[src/qrs_pkg.sv]
// Package for the quadratic root solver: field widths, solution kind codes and
// the sideband structs that travel next to the square root and divider cells.
// No dependencies.
package qrs_pkg;

  localparam int COEF_W = 16;
  localparam int ROOT_W = 32;
  localparam int DISC_W = 35;
  localparam int RAD_W = 64;
  localparam int SQRT_STEPS = 32;
  localparam int REM_W = 34;
  localparam int NUM_W = 34;
  localparam int DIV_STEPS = NUM_W;
  localparam int DVR_W = 16;

  typedef logic [1:0] kind_t;
  localparam kind_t KIND_NONE = 2'd0;
  localparam kind_t KIND_SINGLE = 2'd1;
  localparam kind_t KIND_TWO = 2'd2;
  localparam kind_t KIND_UNLIMITED = 2'd3;

  // Item state while the square root runs.
  typedef struct packed {
    logic valid;
    kind_t kind;
    logic div_en;
    logic use_s;
    logic signed [32:0] nbase;
    logic signed [COEF_W-1:0] dv;
  } sq_side_t;

  // Item state while the two quotients are formed.
  typedef struct packed {
    logic valid;
    kind_t kind;
    logic div_en;
    logic neg1;
    logic neg2;
    logic [DVR_W-1:0] dmag;
  } dv_side_t;

  typedef struct packed {
    kind_t kind;
    logic signed [ROOT_W-1:0] r1;
    logic signed [ROOT_W-1:0] r2;
    logic sat;
  } res_t;

endpackage

[src/qrs_div_cell.sv]
// One restoring division step: shifts one numerator bit out into the remainder and
// shifts one quotient bit into the same register. Depends on qrs_pkg.
module qrs_div_cell (
  input  logic clk,
  input  logic en,
  input  logic [qrs_pkg::DVR_W-1:0] dmag,
  input  logic [qrs_pkg::DVR_W-1:0] rem_i,
  input  logic [qrs_pkg::NUM_W-1:0] nq_i,
  output logic [qrs_pkg::DVR_W-1:0] rem_o,
  output logic [qrs_pkg::NUM_W-1:0] nq_o
);
  import qrs_pkg::*;

  logic [DVR_W:0] sh;
  logic [DVR_W:0] diff;
  logic ge;

  always_comb begin
    sh = {rem_i, nq_i[NUM_W-1]};
    ge = (sh >= {1'b0, dmag});
    diff = sh - {1'b0, dmag};
  end

  always_ff @(posedge clk) begin
    if (en) begin
      rem_o <= ge ? diff[DVR_W-1:0] : sh[DVR_W-1:0];
      nq_o <= {nq_i[NUM_W-2:0], ge};
    end
  end
endmodule

[config.mk]
export PLATFORM = sky130hd
export DESIGN_NAME = qrs_div_cell
export DESIGN_NICKNAME = d
export VERILOG_FILES = /design/src/qrs_pkg.sv /design/src/qrs_div_cell.sv
export SDC_FILE = /design/constraint.sdc
export NUM_CORES = 1
export LEC_CHECK = 0
export BUFFER_PORTS_ARGS = -buffer_cell sky130_fd_sc_hd__buf_2
export CAP_MARGIN = 25
export CORE_MARGIN = 3
export CORE_UTILIZATION = 35
export DETAILED_ROUTE_END_ITERATION = 10
export GPL_ROUTABILITY_DRIVEN = 0
export PLACE_DENSITY_LB_ADDON = 0.12
export SLEW_MARGIN = 20
export SYNTH_ARGS = -nofsm -noshare
export SYNTH_HDL_FRONTEND = slang
export SYNTH_SLANG_ARGS = --single-unit
[constraint.sdc]
create_clock -name clk -period 2.69 [get_ports clk]
set_input_delay 0 -clock clk [delete_from_list [all_inputs] [get_ports clk]]
set_output_delay 0 -clock clk [all_outputs]
set_load 0.01 [all_outputs]
==> reports/results.ini, run 1 <==
[clocking]
cts_tree=done
cts_buffer_depth=2
path_clk_slew_ns=0.10
cts_sinks=50
numCtsBuffers=5
htreeDepth=2
cts-root-buf=clkbuf_8

[routing]
drt_wl_total_mm=6.44
avgViaCountPerCell=4.60
vias=2136
final_antenna_net_count=0
drtIter0Drc=36
wl_per_cell_um=13.9
drc_errors=0
drtPass1Iterations=4

[timing]
final.setup.tns_ns=0
fin_crit_sh_pct=93.6
worst_pin_slew_ns=0.551
setup_violations=0
final.min_clock_period_ns=2.52
clock.fmax_ghz=0.397
rsz0062_at_grt=no
relSlewSlack_pct=62.9
finalHoldViolations=0
slew_viol_final=0
layout_setup_ws_ns=0.173

[die]
start_util_pct=36.3
coreArea_mm2=0.00729
fp.dieW_um=93.0
dieArea_mm2=0.00864
fp.dieH_um=93.0
rows=31
pin_count=118

[yosys]
synth_compound_area_share_pct=14.3
syn_nets=290
synth-seq-cells=50
syn-cell-area_mm2=0.00265
synth_edf_count=50
yosys.area_share.xor_xnor_pct=2.98
synth_simple_gate_area_share_pct=6.24
synth_top_family_by_area=compound AO/OA/AOI/OAI gates
synth_mux_area_share_pct=7.14
yosys.area.top_type_share_pct=56.7
synth.avg_cell_area_um2=12.9
async_flop_share_pct=0
synthFlopType=edfxtp_1
synthTopCellsByArea=edfxtp_1, ha_1, mux2_4
synth.distinct_cells=39
synth_top_cell_by_area=edfxtp_1
synth_seq_area_share_pct=56.7
synth_fa_ha_area_share_pct=8.32
synth-warning-count=0
postSynthCellCount=205

[setup_path]
worstPathMaxFanout=13
crit_cells=10
worstPathArrival_ns=2.58
slowest_stage=dlygate4sd3_1
start_kind=input port
path_cells=dlygate4sd3_1 > buf_2 > ha_1 > a211oi_2 > o211ai_1 > o21ai_2 > o211ai_2 > a31oi_4 > buf_12 > mux2_2
end_kind=register
crit_required_ns=2.75
crit_type=input port to register
worst-path-buf-inv=3
crit_path_max_incr_delay_ns=0.53
path_delay_family=compound AO/OA/AOI/OAI gates

[global_route]
grt_usage_pct=15.2
grt_pass1_wl_mm=10.3
globalRouteMet1Util_pct=19.5
gr-usage-met3_pct=3.49
grt_pass1_vias=2211
gr-total-overflow=0
grt_most_used_layer=met2
grt_max_degree=34
antenna_found_initial=0
use_met2_pct=25.4

[finish]
drive_gt1_share_pct=40.5
antennaDiodeCount=0
fin_nets=450
syn_to_final_growth_pct=44.1

[power]
p_leak_nw=1.72
seqPwrFrac_pct=50.2
intPower_w=0.00140
switchingPower_w=0.000533
powerDensity_mw_per_mm2=507
switching_share_pct=27.6
power.share.combinational_pct=27.5
clkPwrFrac_pct=22.3
peakVddDrop_v=0.000199

[min_path]
worst_hold_path.num_cells=2
min_path_type=input port to register

[job]
max-cap-violations=0

[placement]
place_ws_ns=0.335
dp_hpwl_mm=4.62
port_buffers=117

[run_status]
status=finished clean

final cells by class:
cell class / count / area [um2]
clock buffer: 5 / 68.8
clock inverter: 2 / 15.0
fill: 683 / 3480
inverter: 22 / 82.6
multi-input combinational: 129 / 1040
sequential: 50 / 1500
tap: 99 / 124
timing repair buffer: 157 / 986
logic make-up after synthesis:
| group | count (synthesis) |
|---|---|
| buffers and inverters | 26 |
| multiplexers | 15 |
| AO/OA/AOI/OAI | 55 |
| flip-flops | 50 |
| XOR/XNOR | 9 |
| adder cells (fa/ha/maj) | 17 |
| AND/OR/NAND/NOR | 33 |
timing repair:
action,CTS,global route
setup endpoints to repair,0,8
buffers inserted,0,0
hold buffers,35,0
hold endpoints to repair,35,0
resized for setup,0,1
state kept, by name (all words and copies together), names as in the netlist:
register,flops
nq_o,34
rem_o,16
cell usage in the layout (no fill, tap or decap), types with 7 or more instances in the layout:
master,instances
edfxtp_1,50
ha_1,16
inv_1,22
a21o_1,7
o21ai_0,12
a21oi_1,14
dlygate4sd3_1,35
nand2_1,8
buf_2,117
nor2_1,12
mux2_2,7
synthesized netlist by cell type, types with 2 or more instances:
| library cell | number |
|---|---|
| a211oi_1 | 5 |
| a21boi_0 | 2 |
| a21o_1 | 7 |
| a21oi_1 | 14 |
| buf_4 | 2 |
| edfxtp_1 | 50 |
| ha_1 | 16 |
| inv_1 | 22 |
| mux2_2 | 7 |
| mux2_4 | 6 |
| mux2i_1 | 2 |
| nand2_1 | 8 |
| nand3_1 | 3 |
| nand4_1 | 2 |
| nor2_1 | 12 |
| nor2b_1 | 3 |
| o21a_1 | 3 |
| o21ai_0 | 12 |
| o31a_1 | 2 |
| xnor2_1 | 6 |
| xor2_1 | 3 |
per-layer routing:
| metal | wire (um) | vias to the layer above |
|---|---|---|
| met1 | 2940 | 960 |
| met5 | 0 | - |
| li1 | - | 1080 |
| met2 | 3000 | 90 |
| met4 | 55 | 0 |
| met3 | 439 | 6 |
power groups by stage:
| stage | Clock, W | Sequential [W] | Combinational (W) |
|---|---|---|---|
| 2_1_floorplan | 0 | 0.00104 | 0.000248 |
| 3_3_place_gp | 0 | 0.000990 | 0.000488 |
| 3_5_place_dp | 0 | 0.000990 | 0.000491 |
| 4_1_cts | 0.000455 | 0.000972 | 0.000533 |
| 5_1_grt | 0.000476 | 0.000981 | 0.000587 |
| 6_report | 0.000431 | 0.000971 | 0.000531 |
stage by stage:
stage | power (W) | util [%] | hold slack, ns | std cells | area [um2]
floorplan | 0.00129 | - | 0.0989 | 205 | 2650
global placement | 0.00148 | 46.3 | 0.176 | 422 | 3370
detailed placement | 0.00148 | 46.3 | 0.178 | 422 | 3370
CTS | 0.00196 | 52.2 | 0.00201 | 464 | 3810
global route | 0.00204 | 52.3 | 0.00609 | 464 | 3810
finish | 0.00193 | 52.3 | 0.0129 | 464 | 3810
final timing paths:
path	startpoint	to
hold / removal	rem_i[5]	rem_o[6]
setup / recovery	rem_i[3]	rem_o[3]
Power figures use the tool's default switching activity.
==> inputs of run 2 (changes only) <==
Settings changed: ABC_CLOCK_PERIOD_IN_PS set to 2690, CORE_UTILIZATION 35 to 45.
==> reports/results.ini, run 2 (same netlist as run 1, synthesis figures left out) <==
[finish]
top_regs=nq_o x34, rem_o x16
fin_nets=450  ; unchanged
top_register=nq_o
fillCellCount=447  ; -35%
final-seq-area_mm2=0.00150  ; unchanged
multi_input_area_mm2=0.00103  ; -0.48%
stdcell_count=438  ; -5.6%
largest_register_ffs=34  ; unchanged
final_common_cell=buf_2
fin_area_mm2=0.00379  ; -0.72%
final_cell_mix=buf_2, edfxtp_1, dlygate4sd3_1
syn_to_final_growth_pct=43.1
antennaDiodeCount=0  ; unchanged
drive_gt1_share_pct=40.7  ; +0.16 points

[routing]
drt_wl_total_mm=6.18  ; -4.0%
wl_per_cell_um=14.1  ; +1.7%
drtPass1Iterations=4  ; unchanged
vias=2142  ; +0.28%
avgViaCountPerCell=4.89  ; +6.2%
final_antenna_net_count=0  ; unchanged
drc_errors=0  ; unchanged
drtIter0Drc=58  ; +61%

[placement]
port_buffers=117  ; unchanged
placed_cells=397  ; -5.9%
placed_cell_area_mm2=0.00334  ; -0.93%
dp_hpwl_mm=4.40  ; -4.8%

[timing]
rsz0062_at_grt=no
clock.fmax_ghz=0.444  ; +12%
finalHoldViolations=0  ; unchanged
slew_viol_final=0  ; unchanged
final.setup.tns_ns=0  ; unchanged
worst_pin_slew_ns=0.668  ; +0.117 ns
relSlewSlack_pct=55.4  ; -7.4 points
fin_crit_sh_pct=83.7  ; -9.8 points
setup_violations=0  ; unchanged
hold-worst-slack_ns=0.0135  ; +0.000591 ns
final.min_clock_period_ns=2.25  ; -0.265 ns

[die]
pin_count=118  ; unchanged
rows=27  ; -13%
fp.dieH_um=82.7  ; -11%
fp.dieW_um=82.7  ; -11%
dieArea_mm2=0.00684  ; -21%
start_util_pct=47.2  ; +11 points
coreArea_mm2=0.00561  ; -23%

[min_path]
hp-start=rem_i[7]
min_path_type=input port to register

[setup_path]
worstPathArrival_ns=2.30  ; -0.28 ns
worstPathMaxFanout=15  ; +2
end_kind=register
crit_type=input port to register
start_kind=input port
startpoint=dmag[4]
crit_required_ns=2.74  ; about the same

[clocking]
cts_buffer_depth=2  ; unchanged
numCtsBuffers=5  ; unchanged
cts-root-buf=clkbuf_8
htreeDepth=2  ; unchanged
cts_sinks=50  ; unchanged
cts_tree=done
cts_resized=0  ; unchanged
path_clk_slew_ns=0.10  ; about the same

[power]
peakVddDrop_v=0.000263  ; +32%
powerDensity_mw_per_mm2=534  ; +5.3%
p_leak_nw=1.73  ; +0.69%

[global_route]
gr-total-overflow=0  ; unchanged
grt_pass1_vias=2005  ; -9.3%
grt_pass1_wl_mm=9.41  ; -8.5%
antenna_found_initial=0  ; unchanged
grt_max_degree=51  ; +50%
grt_usage_pct=18.2  ; +3.0 points

[job]
max-cap-violations=0  ; unchanged

[run_status]
status=finished clean

[run 2: cell types whose count changed in the layout (fill, tap and decap cells not counted)]
cell,previous run,this run
buf_4,4,8
dlygate4sd3_1,35,33
a211oi_1,4,5
a211oi_2,1,0
buf_12,1,0
buf_2,117,116
bufinv_16,0,1
clkbuf_1,0,1
clkinvlp_4,2,1
[run 2: routing by layer]
metal	wire length (um)	vias to the layer above	global-route usage [%]	part of all wire [%]
met4	59	0	4.90	0.95
met3	467	5	3.69	7.6
met5	0	-	0	0
met1	2640	977	22.8	43
met2	3010	76	32.0	49
li1	-	1084	-	-
[run 2: critical path, cell delays in order]
cell,delay [ns]
buf_2,0.07
inv_1,0.03
ha_1,0.29
a211oi_1,0.35
o211ai_1,0.19
o21ai_2,0.22
o211ai_2,0.13
a31oi_4,0.60
mux2_2,0.41
[run 2: final cells by class]
cell class	instances	area share, %
clock buffers	6	1.92
clock inverters	2	0.991
inverters	22	2.18
multi-input cells	129	27.2
flip-flops and latches	50	39.7
well taps	72	2.38
repair buffers	157	25.6
[run 2: through the flow]
stage | setup slack, ns | util (%) | total power, W
floorplan | 0.525 | - | 0.00129
global placement | 0.177 | 59.6 | 0.00147
detailed placement | 0.115 | 59.6 | 0.00148
CTS | 0.437 | 67.5 | 0.00204
global route | 0.309 | 67.5 | 0.00214
finish | 0.438 | 67.5 | 0.00202
[run 2: power by group]
| group | leakage, nW | switching [W] | internal (W) |
|---|---|---|---|
| sequential | 0.490 | 0.0000185 | 0.000956 |
| combinational | 1.19 | 0.000256 | 0.000265 |
| clock | 0.0514 | 0.000248 | 0.000278 |
[run 2: what timing repair did]
item	in CTS	in global routing
setup endpoints to repair	0	0
hold endpoints to repair	33	0
hold buffers	33	0
setup buffers	0	0
[run 2: worst paths after layout]
path                        to  slack [ns]  cells past startpoint
worst max-delay path  rem_o[7]        0.44                      9
worst min-delay path  rem_o[8]        0.01                      2
