[src/qrs_pkg.sv]
// Package for the quadratic root solver: field widths, solution kind codes and
// the sideband structs that travel next to the square root and divider cells.
// No dependencies.
package qrs_pkg;

  localparam int COEF_W = 16;
  localparam int ROOT_W = 32;
  localparam int DISC_W = 35;
  localparam int RAD_W = 64;
  localparam int SQRT_STEPS = 32;
  localparam int REM_W = 34;
  localparam int NUM_W = 34;
  localparam int DIV_STEPS = NUM_W;
  localparam int DVR_W = 16;

  typedef logic [1:0] kind_t;
  localparam kind_t KIND_NONE = 2'd0;
  localparam kind_t KIND_SINGLE = 2'd1;
  localparam kind_t KIND_TWO = 2'd2;
  localparam kind_t KIND_UNLIMITED = 2'd3;

  // Item state while the square root runs.
  typedef struct packed {
    logic valid;
    kind_t kind;
    logic div_en;
    logic use_s;
    logic signed [32:0] nbase;
    logic signed [COEF_W-1:0] dv;
  } sq_side_t;

  // Item state while the two quotients are formed.
  typedef struct packed {
    logic valid;
    kind_t kind;
    logic div_en;
    logic neg1;
    logic neg2;
    logic [DVR_W-1:0] dmag;
  } dv_side_t;

  typedef struct packed {
    kind_t kind;
    logic signed [ROOT_W-1:0] r1;
    logic signed [ROOT_W-1:0] r2;
    logic sat;
  } res_t;

endpackage

[src/qrs_sqrt_cell.sv]
// One digit step of the integer square root: consumes two radicand bits and
// produces one root bit. Depends on qrs_pkg.
module qrs_sqrt_cell (
  input  logic clk,
  input  logic en,
  input  logic [qrs_pkg::RAD_W-1:0] rad_i,
  input  logic [qrs_pkg::REM_W-1:0] rem_i,
  input  logic [qrs_pkg::ROOT_W-1:0] root_i,
  output logic [qrs_pkg::RAD_W-1:0] rad_o,
  output logic [qrs_pkg::REM_W-1:0] rem_o,
  output logic [qrs_pkg::ROOT_W-1:0] root_o
);
  import qrs_pkg::*;

  logic [REM_W+1:0] sh;
  logic [REM_W+1:0] trial;
  logic [REM_W+1:0] rem_n;
  logic ge;

  always_comb begin
    sh = {rem_i, rad_i[RAD_W-1 -: 2]};
    trial = {2'b00, root_i, 2'b01};
    ge = (sh >= trial);
    rem_n = ge ? (sh - trial) : sh;
  end

  always_ff @(posedge clk) begin
    if (en) begin
      rad_o <= {rad_i[RAD_W-3:0], 2'b00};
      rem_o <= rem_n[REM_W-1:0];
      root_o <= {root_i[ROOT_W-2:0], ge};
    end
  end
endmodule

[config.mk]
export PLATFORM = sky130hd
export DESIGN_NAME = qrs_sqrt_cell
export DESIGN_NICKNAME = d
export VERILOG_FILES = /design/src/qrs_pkg.sv /design/src/qrs_sqrt_cell.sv
export SDC_FILE = /design/constraint.sdc
export NUM_CORES = 1
export LEC_CHECK = 0
export ABC_CLOCK_PERIOD_IN_PS = 2900
export CORE_MARGIN = 3
export CORE_UTILIZATION = 60
export CTS_BUF_LIST = sky130_fd_sc_hd__clkbuf_8
export CTS_CLUSTER_DIAMETER = 80
export DETAILED_ROUTE_END_ITERATION = 10
export DONT_BUFFER_PORTS = 1
export PLACE_DENSITY_LB_ADDON = 0.1
export SLEW_MARGIN = 20
export SYNTH_ARGS = -nofsm -noshare
export SYNTH_HDL_FRONTEND = slang
export SYNTH_SLANG_ARGS = --single-unit
[constraint.sdc]
create_clock -name clk -period 2.9 [get_ports clk]
set_input_delay 0.29 -clock clk [delete_from_list [all_inputs] [get_ports clk]]
set_output_delay 0.29 -clock clk [all_outputs]
set_load 0.005 [all_outputs]
==> out/metrics.yaml, run 1 <==
synth-simple-area-share_pct: 8.88
clock_sinks: 128
grt_pass1_vias: 4395
coreArea_um2: 10000
area_growth_pct: 23.7
async_flop_share_pct: 0
max-vdd-ir-drop_uv: 329
num_antenna_cells: 0
period_share_pct: 81.2
seq_area_frac_synth_pct: 60.9
ys_dominant_reg_cell: "edfxtp_1"
syn_area_per_cell_um2: 12.5
finalHoldViolCount: 27
synth_area_um2: 6310
crit_arrival_ns: 2.62
synth.largest_area_cell: "edfxtp_1"
switchingPower_w: 0.00123
start_kind: "primary input"
synthDistinctLibCells: 62
outcome: "complete, but fails checks"
finalWirelength_um: 16700
cts_resized: 0
cts_buffer_depth: 2
vias: 4474
overflow: 0
root_buffer: "clkbuf_8"
die_y_um: 109
violations: "negative hold slack"
drive_above_1_share_pct: 10.2
ios: 262
yosysMostFrequentCell: "edfxtp_1"
filler_cell_count: 635
intPower_w: 0.00344
hold_path_class: "in2reg"
maxSlewViolCount: 0
synth-compound-area-share_pct: 14.8
die_w_um: 109
initial_utilization_pct: 63.2
post_cts_buffers: 0
finalSetupViolations: 0
route.detailed.drc: 0
syn_inst: 507
ys_ff_latch: 128
swShare_pct: 26.3
yosys_warnings: 0
dpl_cell_area_um2: 6480
tns_ns: 0
cts_made_buffers: 17
first_pass_iters: 5
die_area_um2: 11800
pwr-share-comb_pct: 14.7
stdcell_area_um2: 7810
grt_max_degree: 129
vias_per_cell: 5.87
ctsHoldBuffers: 93
yosys-mux-area-fraction_pct: 0.872
synth_common_cells: "edfxtp_1 (128), nand2_1 (58), inv_1 (42)"
cts_tree: "done"
htreeDepth: 4
grtUsageTotal_pct: 28.5
clockPowerShare_pct: 34.1
power_frac_seq_pct: 51.2
gp_congestion: 0.895
dp_hpwl_um: 11000
routedWlPerCell_um: 22.0
rsz0062_at_grt: "false"
drv_cap: 0
rows: 36
drt_iter0_markers: 325
synth_fa_ha_area_share_pct: 6.74
synthTopCellsByArea: "edfxtp_1 (61%), ha_1 (6.7%), nand2_1 (3.4%), o21ai_0 (3.2%), inv_1 (2.5%)"
grt_pass1_wl_um: 24700
synth_edf_count: 128
whs_ns: -0.0430
leakage_nw: 3.07
cp.required_ns: 3.16
clk_pin_slew_ns: 0.07
ant_nets: 0
min_period_ns: 2.36
critPathKind: "in2reg"
final_net_count: 782
antenna_found_initial: 0
synth_top_family_by_area: "compound AO/OA/AOI/OAI gates"
p_per_area_nw_per_um2: 598
yosysTopAreaCellShare_pct: 60.9
fmax_ghz: 0.425
synthXorXnorAreaFrac_pct: 3.74
cp-end-kind: "flop"
path_max_fanout: 6
port_buffers: 0
critical path, stage by stage:
cell and delay [ns]:
inv_1 0.03, ha_1 0.41, o21ai_0 0.11, a21oi_1 0.29, o2111ai_2 0.24, a2111oi_4 0.48
o41ai_2 0.09, buf_4 0.16, and4b_1 0.21, o41ai_2 0.31
cell usage in the layout (no fill, tap or decap), types with 5 or more instances in the layout:
| cell | instances |
|---|---|
| a21o_1 | 19 |
| a21oi_1 | 28 |
| buf_4 | 12 |
| clkbuf_8 | 17 |
| dlygate4sd3_1 | 93 |
| edfxtp_1 | 128 |
| ha_1 | 34 |
| inv_1 | 43 |
| nand2_1 | 58 |
| nand2b_1 | 5 |
| nand3_1 | 6 |
| nand4_1 | 6 |
| nor2_1 | 18 |
| nor3_1 | 10 |
| o21ai_0 | 41 |
| xnor2_1 | 14 |
| xor2_1 | 13 |
worst paths after layout:
path,from,depth (start not counted),slack (ns),to
max,root_i[3],10,0.54,rem_o[33]$_DFFE_PP_
min,en,0,-0.04,root_o[28]$_DFFE_PP_
registers in the layout (all words and copies together), names as in the netlist:
name	flops
rem_o	34
rad_o	62
root_o	32
stage by stage:
stage	hold slack, ns	util [%]	worst slack, ns	instances	power, W
after floorplan	0.389	-	0.367	508	0.00283
after global placement	0.389	64.8	0.109	637	0.00298
after detailed placement	0.389	64.8	0.109	637	0.00300
after CTS	-0.0584	78.1	0.579	762	0.00465
after global routing	-0.0817	78.1	0.340	762	0.00486
final	-0.0430	78.1	0.545	762	0.00467
area by class of cell:
type | instances | area [um2] | area share [%]
clock inverter | 15 | 168 | 2.15
multi-input combinational | 321 | 2220 | 28.4
inverter | 43 | 163 | 2.08
clock buffer | 17 | 234 | 2.99
sequential | 128 | 3840 | 49.2
timing repair buffer | 105 | 1020 | 13.1
tap | 133 | 166 | 2.13
power by group through the flow:
stage               Combinational [W]  Clock [W]  Sequential [W]
floorplan                    0.000452          0         0.00238
global placement             0.000551          0         0.00243
detailed placement           0.000565          0         0.00243
CTS                          0.000672    0.00158         0.00239
global route                 0.000760    0.00169         0.00241
finish                       0.000687    0.00159         0.00239
cells by family (layout without fill, tap and decap cells):
| logic type | after synthesis | in the layout |
|---|---|---|
| fa+ha+maj | 34 | 34 |
| simple gates | 120 | 120 |
| mux | 5 | 5 |
| buf+inv | 59 | 180 |
| other cells | 1 | 2 |
| xor+xnor | 27 | 27 |
| flops | 128 | 128 |
| compound gates | 133 | 133 |
metal layers:
layer / share of wire [%] / vias up / global-route usage (%)
met1: 36 / 2116 / 32.6
met4: 2.6 / 0 / 10.6
met2: 52 / 239 / 49.2
met3: 8.8 / 34 / 10.1
li1: - / 2085 / -
met5: 0 / - / 0
Note: power is estimated with default switching activity, not from simulation.
==> run 2: changes to the inputs <==
--- a/config.mk
+++ b/config.mk
@@ -5,7 +5,8 @@
 export SDC_FILE = /design/constraint.sdc
 export NUM_CORES = 1
 export LEC_CHECK = 0
-export ABC_CLOCK_PERIOD_IN_PS = 2900
+export ABC_AREA = 1
+export ABC_CLOCK_PERIOD_IN_PS = 2170
 export CORE_MARGIN = 3
 export CORE_UTILIZATION = 60
 export CTS_BUF_LIST = sky130_fd_sc_hd__clkbuf_8
==> constraint.sdc (replaced) <==
create_clock -name clk -period 2.17 [get_ports clk]
set_input_delay 0.217 -clock clk [delete_from_list [all_inputs] [get_ports clk]]
set_output_delay 0.217 -clock clk [all_outputs]
set_load 0.005 [all_outputs]
==> out/metrics.yaml, run 2 <==
outcome: "complete, but fails checks"
violations: "negative hold slack"
grt_pass1_wl_um: 35200  # +43%
overflow: 0  # unchanged
max-vdd-ir-drop_uv: 637  # +93%
largest_reg_flops: 62  # unchanged
syn_inst: 775  # +53%
p_total_w: 0.00695  # +49%
layout_commonest_cell: "nand2_1"
synth_edf_count: 128  # unchanged
clk_pin_slew_ns: 0.08  # about the same
area_growth_pct: 29.7
initial_utilization_pct: 62.5  # -0.62 points
finalWirelength_um: 23200  # +38%
synth.largest_area_cell: "edfxtp_1"
dp_hpwl_um: 14200  # +28%
async_flop_share_pct: 0  # unchanged
layout_common_cells: "nand2_1 (288), inv_1 (139), edfxtp_1 (128)"
cp_slowest_cell: "ha_1"
first_pass_iters: 6  # +1
num_antenna_cells: 0  # unchanged
vias: 6221  # +39%
rsz0062_at_grt: "false"
critical_path.top_delay_family: "simple AND/OR/NAND/NOR gates"
start_kind: "primary input"
critPathBufInv: 3  # +1
antenna_found_initial: 0  # unchanged
grt_max_degree: 129  # unchanged
coreArea_um2: 11000  # +10%
grtUsageTotal_pct: 36.4  # +7.9 points
maxSlewViolCount: 0  # unchanged
syn_area_per_cell_um2: 8.90  # -29%
period_share_pct: 86.9
hold_path_class: "in2reg"
synth_area_um2: 6900  # +9.2%
leakage_nw: 4.19  # +37%
stdcell_area_um2: 8940  # +14%
die_y_um: 113  # +4.3%
root_buffer: "clkbuf_8"
htreeDepth: 4  # unchanged
synthDistinctLibCells: 25  # -60%
fmax_ghz: 0.530
seq_area_frac_synth_pct: 55.7  # -5.1 points
filler_cell_count: 657  # +3.5%
cts_buffer_depth: 2  # unchanged
drv_cap: 0  # unchanged
cp.required_ns: 2.38  # -0.78 ns
critPathKind: "in2reg"
clock_sinks: 128  # unchanged
synthTopCellsByArea: "edfxtp_1 (56%), nand2_1 (16%), inv_1 (7.6%), ha_1 (6.2%), nand3_1 (2.8%)"
yosysMostFrequentCell: "nand2_1"
worstPathCellList: "inv_1 -> ha_1 -> buf_4 -> nand2_1 -> nor2_1 -> inv_1 -> nor2_1 -> nand4_1 -> nand3_1 -> nand2_1 -> nand3_1 -> nand2_1"
port_buffers: 0  # unchanged
min_period_ns: 1.89
cpPeakStageDelay_ns: 0.33  # -0.15 ns
dpl_cell_area_um2: 7200  # +11%
p_per_area_nw_per_um2: 778  # +30%
vias_per_cell: 5.72  # -2.5%
routedWlPerCell_um: 21.3  # -3.0%
finalHoldViolCount: 128  # +370%
gp_congestion: 0.939  # +5.0%
cts_made_buffers: 17  # unchanged
ys_dominant_reg_cell: "edfxtp_1"
yosysTopAreaCellShare_pct: 55.7  # -5.1 points
grt_pass1_vias: 6272  # +43%
ctsHoldBuffers: 126  # +35%
cpMostUsedCell: "nand2_1"
synth_common_cells: "nand2_1 (288), inv_1 (139), edfxtp_1 (128)"
crit_arrival_ns: 2.09  # -0.53 ns
finalSetupViolations: 0  # unchanged
path_max_fanout: 3  # -3
cp-end-kind: "flop"
largestRegisters: "rad_o: 62 flops, rem_o: 34 flops, root_o: 32 flops"
ys_ff_latch: 128  # unchanged
final_net_count: 1101  # +41%
die_w_um: 113  # +4.3%
route.detailed.drc: 0  # unchanged
startpoint: "root_i[16]"
cts_tree: "done"
ios: 262  # unchanged
rows: 38  # +5.6%
whs_ns: -0.126  # -0.0834 ns
drive_above_1_share_pct: 7.18  # -3.0 points
regMostFlops: "rad_o"
ant_nets: 0  # unchanged
tns_ns: 0  # unchanged
min_from: "en"
drt_iter0_markers: 682  # +110%
die_area_um2: 12800  # +8.7%
yosys_warnings: 0  # unchanged
run 2: cell types whose count changed after synthesis, sizes merged, moves of 11 or more:
| cell | delta |
|---|---|
| o21ai | -33 |
| inv | +98 |
| a21o | -20 |
| xnor2 | -11 |
| nor2 | +39 |
| nand3 | +33 |
| nand2 | +233 |
run 2: metrics by stage:
| stage | util (%) | std cells | setup WS (ns) |
|---|---|---|---|
| after CTS | 81.1 | 1087 | 0.503 |
| after detailed placement | 65.2 | 930 | 0.0543 |
| after global placement | 65.2 | 930 | 0.0660 |
| final | 81.1 | 1087 | 0.285 |
| after floorplan | - | 776 | 0.317 |
| after global routing | 81.1 | 1087 | 0.280 |
run 2: area by class of cell:
type	instances	area [um2]	area share, %
Inverter	140	528	5.90
Multi-Input combinational cell	500	2460	27.5
Clock inverter	14	253	2.83
Clock buffer	17	234	2.62
Timing Repair Buffer	148	1450	16.2
Sequential cell	128	3840	43.0
Tap cell	140	175	1.96
run 2: cell families (layout without fill, tap and decap cells):
| logic type | count (synthesis) | after routing | synth area share, % |
|---|---|---|---|
| compound gates | 42 | 42 | 3.21 |
| xor+xnor | 18 | 18 | 2.29 |
| fa+ha+maj | 34 | 34 | 6.17 |
| buf+inv | 148 | 319 | 8.69 |
| flops | 128 | 128 | 55.7 |
| other cells | 1 | 2 | 0.0544 |
| simple gates | 404 | 404 | 23.9 |
run 2: path summary, 6_finish.rpt:
check | slack, ns | end | cells past startpoint
worst max-delay path | 0.28 | rem_o[19]$_DFFE_PP_ | 12
worst min-delay path | -0.13 | root_o[29]$_DFFE_PP_ | 0
run 2: power by group:
group	switching [W]	internal [W]
sequential	0.000166	0.00303
combinational	0.000677	0.000484
clock	0.00110	0.00151
total	0.00194	0.00502
run 2: per-layer routing:
metal	GRT usage, %	share of wire (%)	vias up	wire length, um
li1	-	-	2789	-
met1	42.5	34	2792	7950
met2	61.4	48	510	11200
met3	11.1	12	130	2710
met4	17.2	5.6	0	1290
met5	0	0	-	0
run 2: what timing repair did:
action | 4_1_cts | 5_1_grt
buffers inserted | 0 | 0
gates resized for setup | 0 | 0
hold endpoints to repair | 254 | 128
endpoints found under the setup margin | 0 | 0
